**config.mk**
```make
export PLATFORM = sky130hd
export DESIGN_NAME = cabn_ctrl
export DESIGN_NICKNAME = d
export VERILOG_FILES = /design/src/hw/rtl/cabn_pkg.sv /design/src/hw/rtl/cabn_ctrl.sv
export SDC_FILE = /design/constraint.sdc
export NUM_CORES = 1
export LEC_CHECK = 0
export BUFFER_PORTS_ARGS = -buffer_cell sky130_fd_sc_hd__buf_2
export CAP_MARGIN = 25
export CORE_AREA = 2 2 39 41
export DETAILED_ROUTE_END_ITERATION = 10
export DIE_AREA = 0 0 41 43
export PLACE_DENSITY = 0.49
export SETUP_SLACK_MARGIN = 0.5
export SLEW_MARGIN = 30
export SYNTH_ARGS = -nofsm -noshare
export SYNTH_HDL_FRONTEND = slang
export SYNTH_SLANG_ARGS = --single-unit
```
**constraint.sdc**
```tcl
create_clock -name i_clk -period 2.8 [get_ports i_clk]
set_input_delay 0.28 -clock i_clk [delete_from_list [all_inputs] [get_ports i_clk]]
set_output_delay 0.28 -clock i_clk [all_outputs]
set_load 0.02 [all_outputs]
```
**src/hw/rtl/cabn_pkg.sv**
```systemverilog
// package for the class-aware box suppression unit
// shared types, constants and encodings; no dependencies
package cabn_pkg;
    localparam int MaxKeptDefault = 64;
    localparam int CoordW = 16;
    localparam int ClassW = 8;
    localparam int ThrW = 9;
    localparam int LimW = 7;
    localparam int EntryW = ClassW + 4 * CoordW;

    localparam logic [1:0] CfgIou = 2'd0;
    localparam logic [1:0] CfgContain = 2'd1;
    localparam logic [1:0] CfgLimit = 2'd2;

    localparam logic [1:0] VerdictKept = 2'd0;
    localparam logic [1:0] VerdictSupp = 2'd1;
    localparam logic [1:0] VerdictDrop = 2'd2;

    typedef enum logic [2:0] {
        t_st_idle, t_st_check, t_st_read, t_st_wait, t_st_fin, t_st_out
    } t_state;

    typedef struct packed {
        logic load;
        logic clear;
        logic start_cmp;
        logic append;
    } t_cmd;

    typedef struct packed {
        logic full;
        logic more;
        logic hit;
        logic pipe_busy;
    } t_status;
endpackage

```
**src/hw/rtl/cabn_ctrl.sv**
```systemverilog
// controller state machine for box suppression
// depends on cabn_pkg
module cabn_ctrl (
    input  logic              i_clk,
    input  logic              i_rst_n,
    input  logic              i_in_fire,
    input  logic              i_frame_start,
    input  logic              i_out_fire,
    input  cabn_pkg::t_status i_status,
    output cabn_pkg::t_cmd    o_cmd,
    output logic              o_in_ready,
    output logic              o_out_valid
);
    import cabn_pkg::*;

    t_state r_state, n_state;

    always_ff @(posedge i_clk) begin
        if (!i_rst_n) begin
            r_state <= t_st_idle;
        end else begin
            r_state <= n_state;
        end
    end

    always_comb begin
        n_state = r_state;
        case (r_state)
            t_st_idle: if (i_in_fire) n_state = t_st_check;
            t_st_check: begin
                if (i_status.full) n_state = t_st_out;
                else if (i_status.more) n_state = t_st_read;
                else n_state = t_st_fin;
            end
            t_st_read: if (!i_status.more) n_state = t_st_wait;
            t_st_wait: if (!i_status.pipe_busy) n_state = t_st_fin;
            t_st_fin: n_state = t_st_out;
            t_st_out: if (i_out_fire) n_state = t_st_idle;
            default: n_state = t_st_idle;
        endcase
    end

    always_comb begin
        o_cmd = '0;
        o_in_ready = 1'b0;
        o_out_valid = 1'b0;
        case (r_state)
            t_st_idle: begin
                o_in_ready = 1'b1;
                o_cmd.load = i_in_fire;
                o_cmd.clear = i_in_fire & i_frame_start;
            end
            t_st_check: o_cmd.start_cmp = 1'b1;
            t_st_fin: o_cmd.append = !i_status.hit;
            t_st_out: o_out_valid = 1'b1;
            default: ;
        endcase
    end
endmodule

```
# Word level (Yosys, flattened, before mapping)
# Cells that the tools add are included.
dict set report op_classes {
  eq_ne 9
  mux 12
  addsub 0
  n_mul 0
  n_shift 0
  order_cmp 0
  bitwise 1
  n_reduce_logical 3
  n_div 0
}
# cell count
set op_table {}
lappend op_table {{3-bit two-way mux} 6}
lappend op_table {{3-bit one-hot mux with 6 select lines} 1}
lappend op_table {{2-bit != test, second input constant} 4}
lappend op_table {{3-bit by 2-bit equality test with 1-bit output, second input constant} 2}
lappend op_table {{3-bit equality test, second input constant} 2}
lappend op_table {{1-bit two-way mux} 4}
lappend op_table {{4-bit AND reduction} 1}
lappend op_table {{3-bit by 1-bit equality test with 1-bit output, second input constant} 1}
lappend op_table {{3-bit zero test} 1}
lappend op_table {{2-bit two-way mux} 1}
lappend op_table {{1-bit AND} 1}
lappend op_table {{1-bit zero test} 1}
dict set report word_totals {
  word_cells 26
  latchBits 0
  in_bits 9
  regBits 3
  n_memories 0
  rom_bits 0
  out_inout_bits 6
  mem_bits_rw 0
}

# Depth between registers and ports, before layout
# Gate-level depths: netlist of run 1.
dict set report logic_depth {
  word_depth 3
  depth_mapped 4
  ltp_nobuf 3
}

# Least setup slack after synthesis of run 1
# Ideal clock, no wire load.
dict set report synth_timing {
  path_type {register -> output}
  start {register r_state[0]}
  end {output port o_cmd[2] (netlist bit)}
  slack_ns 1.171
  required_time_ns 2.520
  stages_incl_launch_ff 4
  path_buffers 1
  t_arrival_ns 1.349
  cell_sequence {dfxtp_1 -> buf_6 -> nor3_1 -> and3_1}
}
# item line
set synth_rtl {}
lappend synth_rtl {{start: declaration} cabn_ctrl.sv:16} ;# t_state r_state, n_state;
lappend synth_rtl {{start signal: assignment} cabn_ctrl.sv:20} ;# r_state <= t_st_idle;
lappend synth_rtl {{start signal: assignment} cabn_ctrl.sv:22} ;# r_state <= n_state;
lappend synth_rtl {{end: declaration} cabn_ctrl.sv:10} ;# output cabn_pkg::t_cmd o_cmd,

==> impl_metrics.py, run 1 <==
metrics = {
    "status": {
        "status": "finished, final reports clean",
    },
    "synth": {
        "ys_warn_count": 0,
        "synth.area.mux_share": 0.04372,
        "synth_seq_cells": 3,
        "yosys.area_share.adder": 0,
        "synthesis.nets": 39,
        "synth_compound_area_frac": 0.2186,
        "syn-cell-area_um2": 229.0,
        "synthTopCellsByArea": "dfxtp_1 26%, nand2b_1 8.2%, nor4b_1 7.7%",
        "ys_types": 19,
        "syn-instance-count": 30,
        "synth_top_family_by_area": "simple AND/OR/NAND/NOR gates",
        "ys_seq_area_frac": 0.2623,
        "yosysTopAreaCell": "dfxtp_1",
        "yosys.area_share.simple": 0.3716,
        "synth-xor-area-share": 0,
        "yosysTopAreaCellShare": 0.2623,
        "avgSynthCellArea_um2": 7.632,
    },
    "run": {
        "cap_violations": 0,
    },
    "sta": {
        "rsz0062_at_grt": "no",
        "fin_crit_sh": 0.5334,
        "skew_ps": 1.738,
        "setup_viol": 0,
        "maxSlewViolCount": 0,
        "slew_headroom": 0.7918,
        "hold_viol": 0,
        "fin_tns_setup_ps": 0,
        "worst_slew_pin_slew_ps": 311.8,
        "max_freq_mhz": 669.5,
        "fin_crit_ps": 1494,
    },
    "cells_and_area": {
        "reg.largest.list": "r_state (3)",
        "nets": 56,
        "diodes": 0,
        "final_common_cell": "buf_2",
        "drive_above_1_share": 0.3696,
        "largest_reg_flops": 3,
        "final_cell_mix": "14 x buf_2, 4 x nor2_1, 3 x nand2b_1, 3 x clkbuf_4, 3 x dfxtp_1",
        "largest-register": "r_state",
        "area_growth_pct": 43.72,
        "instances_no_fill": 62,
        "fillCellCount": 168,
    },
    "power_and_ir_drop": {
        "vdd_drop_max_v": 0.0001842,
        "leakage_nw": 0.1501,
        "power_density_mw_per_mm2": 585.0,
    },
    "clocking": {
        "clock_latency_ps": 230,
        "clock_sinks": 3,
        "cts_root_buf": "clkbuf_4",
        "cts_tree": "done",
        "cts_resized": 0,
        "post-cts-setup-buffers": 0,
        "cts_buffers": 3,
        "cts_buffer_depth": 2,
        "hold_buffers": 0,
        "htreeDepth": 1,
        "clk_pin_slew_ps": 40,
    },
    "global_routing": {
        "grt_pass1_wl_um": 945,
        "grt_start_max_net_pins": 11,
        "antenna_found_initial": 0,
        "grt.overflow.total": 0,
        "grt_pass1_vias": 242,
        "gr-usage-all-layers": 0.08526,
    },
    "worst_setup_path": {
        "r2r-end": "r_state[0]",
        "required_ps": 2520,
        "critPathArrivalTime_ps": 1210,
        "cp-end-kind": "output pin",
        "regToRegSetupSlack_ps": 1690,
        "worstRegToRegCells": 3,
        "critPathLaunchType": "flop",
        "worstSetupPathType": "flop to output pin",
        "worst-path-max-fanout": 9,
        "timing.rr.start": "r_state[1]",
    },
    "die": {
        "ios": 15,
        "dieWidth_um": 41,
        "core-area_mm2": 0.001384,
        "rows": 14,
        "dieArea_mm2": 0.001763,
        "initial_core_util": 0.1655,
        "fp.dieH_um": 43,
    },
    "detailed_routing": {
        "drcViolationCount": 0,
        "via_count": 255,
        "drt.antenna.violating_nets": 0,
        "drt_wl_total_um": 529,
        "firstDrtPassIters": 2,
        "vias_per_cell": 4.113,
        "drt_iter0_markers": 2,
        "routedWlPerCell_um": 8.532,
    },
    "min_path": {
        "hold_end": "r_state[2]",
        "hp-start": "i_rst_n",
        "hold_class": "input pin to flop",
        "whs_path_depth": 2,
    },
    "placement": {
        "place_inst": 58,
        "dp_hpwl_um": 427.1,
        "gp_congestion": 0.6893,
        "portBuffers": 14,
    },
}
through the flow:
stage	cell area (um^2)	util	hold slack, ps	worst slack [ps]	total power [mW]
after floorplan	229.0	-	397.5	1171	0.1030
after global placement	302.8	0.2188	527.2	1582	0.1201
after detailed placement	302.8	0.2188	529.4	1533	0.1201
after CTS	329.1	0.2378	285.0	1282	0.1985
after global routing	329.1	0.2378	308.9	1151	0.2137
final	329.1	0.2378	289.9	1306	0.1925
area by class of cell:
| class | count | area (um^2) | area share |
|---|---|---|---|
| well taps | 16 | 20.02 | 0.06084 |
| repair buffers | 14 | 70.07 | 0.2129 |
| inverters | 2 | 7.507 | 0.02281 |
| multi-input cells | 23 | 145.1 | 0.4411 |
| clock buffers | 4 | 26.28 | 0.07985 |
| flip-flops and latches | 3 | 60.06 | 0.1825 |
where the power goes:
| group | switching, mW | leakage, nW | internal, mW |
|---|---|---|---|
| clock | 0.0208 | 0.0150 | 0.0533 |
| combinational | 0.0339 | 0.110 | 0.0271 |
| sequential | 0.00942 | 0.0247 | 0.0481 |
synth_stat cells (all sizes together):
master  n
nor2    4
dfxtp   3
nand2b  3
a21oi   2
buf     2
inv     2
nor3    2
nor4b   2
a211oi  1
a41oi   1
and2    1
and3    1
mux2i   1
nand2   1
nor3b   1
o21a    1
o21bai  1
o31a    1
how the worst max path moves through the flow:
stage	start	to	slack, ps
after floorplan	r_state[0]	o_cmd[2]	1170
final	r_state[0]	o_cmd[2]	1310
after global placement	r_state[0]	o_cmd[2]	1580
after detailed placement	r_state[0]	o_cmd[2]	1530
after global routing	r_state[0]	o_cmd[2]	1150
after CTS	r_state[0]	o_cmd[2]	1280
kinds of logic (layout without fill, tap and decap cells):
kind of cell | count (synthesis) | in the layout
buffers and inverters | 4 | 20
AOI/OAI and AO/OA | 7 | 7
DFF | 3 | 3
and+or+nand+nor | 15 | 15
muxes | 1 | 1
worst max-delay path: stages, from the launching register on:
cell	delay (ps)
dfxtp_1	370
nor3_1	280
and3_1	180
buf_2	150
metal layers:
layer  part of all wire  vias to the layer above  track usage
met2               0.48                       10       0.1125
li1                   -                      138            -
met4                  0                        0      0.06000
met1               0.40                      107      0.08974
met5                  0                        -            0
met3               0.12                        0      0.06283
No activity file was read; power rests on OpenSTA's default activity.
==> inputs of run 2 (changes only) <==
- clock period: 2.8 -> 1.5 ns (I/O delays scaled with it)
==> run 2 against run 1 <==
  * Routed wire length rose by 20%
  * Utilization rose by 7.4 points
  * Sequential share of layout area fell by 1.7 points
  * Count of clock-buffer cells in the layout did not move
  * Via count rose by 11%
  * Cell count rose by 4.8%
  * Global-route usage rose by 0.49 points
  * First-iteration DRC count fell by 50%
  * Sequential cell count did not move
  * Setup slack got worse by 1000 ps
  * Hold slack got worse by 130 ps
  * Critical path type unchanged
  * Highest routed layer unchanged
==> impl_metrics.py, run 2 (synthesis gave the netlist of run 1 again) <==
metrics = {
    "global_routing": {
        "antenna_found_initial": 0,
        "grt_pass1_vias": 283,
        "grt_pass1_wl_um": 1035,
        "gr-usage-all-layers": 0.09018,
        "grt_start_max_net_pins": 11,
        "grt.overflow.total": 0,
    },
    "placement": {
        "portBuffers": 14,
        "gp_congestion": 0.6501,
        "dp_hpwl_um": 496.7,
    },
    "power_and_ir_drop": {
        "swShare": 0.3325,
        "leakage_nw": 0.1808,
        "switchingPower_mw": 0.1400,
        "power_mw": 0.4211,
        "power_density_mw_per_mm2": 975.4,
        "clkPwrFrac": 0.322,
        "intPower_mw": 0.2811,
        "combinationalPowerShare": 0.410,
        "vdd_drop_max_v": 0.0003962,
        "power_frac_seq": 0.268,
    },
    "cells_and_area": {
        "nets": 59,
        "largest-register": "r_state",
        "final_common_cell": "buf_2",
        "multi_input_area_um2": 193.9,
        "largest_reg_flops": 3,
        "drive_above_1_share": 0.6327,
        "final_cell_mix": "9 x buf_2, 6 x buf_4, 3 x nor2_1, 3 x clkbuf_4, 3 x dfxtp_4",
        "reg.largest.list": "r_state (3)",
        "diodes": 0,
        "fillCellCount": 154,
        "regArea_um2": 71.32,
        "area_growth_pct": 88.52,
    },
    "detailed_routing": {
        "vias_per_cell": 4.369,
        "firstDrtPassIters": 3,
        "drcViolationCount": 0,
        "drt_iter0_markers": 1,
        "drt.antenna.violating_nets": 0,
        "via_count": 284,
        "routedWlPerCell_um": 9.754,
        "drt_wl_total_um": 634,
    },
    "status": {
        "status": "finished, final reports clean",
    },
    "sta": {
        "maxSlewViolCount": 0,
        "setup_viol": 0,
        "skew_ps": 2.522,
        "fin_tns_setup_ps": 0,
        "worst_slew_pin_slew_ps": 247.7,
        "max_freq_mhz": 815.9,
        "rsz0062_at_grt": "yes",
        "fin_crit_sh": 0.8171,
        "fin_crit_ps": 1226,
        "hold_viol": 0,
        "slew_headroom": 0.8326,
    },
    "min_path": {
        "hold_class": "input pin to flop",
    },
    "worst_setup_path": {
        "worstSetupPathType": "flop to output pin",
        "regToRegSetupSlack_ps": 410,
        "r2r-end": "r_state[0]",
        "timing.rr.start": "r_state[0]",
        "required_ps": 1350,
        "cp_slowest_cell": "dfxtp_4",
        "slowest_delay_ps": 370,
        "worst-path-stages": 3,
        "worst-path-max-fanout": 7,
        "critPathLaunchType": "flop",
        "critPathBufInv": 1,
        "cp-end-kind": "output pin",
        "worstPathCellList": "nor3_4, and3_4, buf_6",
        "worstRegToRegCells": 4,
        "critPathArrivalTime_ps": 1080,
        "crit_start": "r_state[2]",
        "endpoint": "o_cmd[2]",
        "worst_path_dominant_cell_family": "simple AND/OR/NAND/NOR gates",
    },
    "die": {
        "dieWidth_um": 41,
        "core-area_mm2": 0.001384,
        "ios": 15,
        "rows": 14,
        "fp.dieH_um": 43,
        "dieArea_mm2": 0.001763,
        "initial_core_util": 0.1655,
    },
    "clocking": {
        "cts_buffers": 3,
        "htreeDepth": 1,
        "clock_latency_ps": 230,
        "cts_buffer_depth": 2,
        "clk_pin_slew_ps": 30,
        "cts_root_buf": "clkbuf_4",
        "hold_buffers": 0,
        "clock_sinks": 3,
        "cts_tree": "done",
    },
    "run": {
        "cap_violations": 0,
    },
}
[run 2: what timing repair did]
item	CTS	global route
setup endpoints to repair	9	9
resized for setup	14	3
pin swaps	1	1
buffers inserted	3	0
[run 2: worst register-to-register path, delay by kind of cell, from the launching register on]
family                 cells  cell delay [ps]
DFF                        1              360
AOI/OAI and AO/OA          3              480
buffers and inverters      1              140
[run 2: worst min-delay path by stage]
stage	startpoint	endpoint	slack, ps	cells past startpoint
6_report	i_rst_n	r_state[2]	160	2
3_3_place_gp	i_rst_n	r_state[2]	400	2
4_1_cts	i_rst_n	r_state[2]	150	2
2_1_floorplan	i_rst_n	r_state[2]	270	1
3_5_place_dp	i_rst_n	r_state[2]	390	2
5_1_grt	i_rst_n	r_state[2]	170	2
[run 2: routing by layer]
layer | global-route usage | vias to the layer above | wire length (um) | part of all wire
li1 | - | 146 | - | -
met1 | 0.07987 | 126 | 244 | 0.38
met2 | 0.1469 | 12 | 339 | 0.53
met3 | 0.03141 | 0 | 50 | 0.079
met4 | 0.08000 | 0 | 0 | 0
met5 | 0 | - | 0 | 0
[run 2: area by class of cell]
class / count / area share
inverter: 2 / 0.01739
tap: 16 / 0.04638
sequential: 3 / 0.1652
multi-input combinational: 23 / 0.4493
timing repair buffer: 17 / 0.2609
clock buffer: 4 / 0.06087
[run 2: power groups by stage]
stage	combinational [mW]	clock, mW	sequential, mW
3_5_place_dp	0.130	0	0.117
5_1_grt	0.191	0.148	0.115
2_1_floorplan	0.115	0	0.0991
3_3_place_gp	0.129	0	0.117
6_report	0.173	0.136	0.113
4_1_cts	0.170	0.144	0.112
[run 2: through the flow]
step                cells  hold slack [ps]  instance area (um^2)  utilization  setup slack, ps
floorplan              30            267.5                 266.5            -            354.3
global placement       58            396.6                 334.1       0.2414            288.2
detailed placement     58            392.1                 334.1       0.2414            266.5
CTS                    65            153.4                 417.9       0.3020            256.3
global route           65            165.9                 431.7       0.3119            202.4
finish                 65            156.3                 431.7       0.3119            274.3
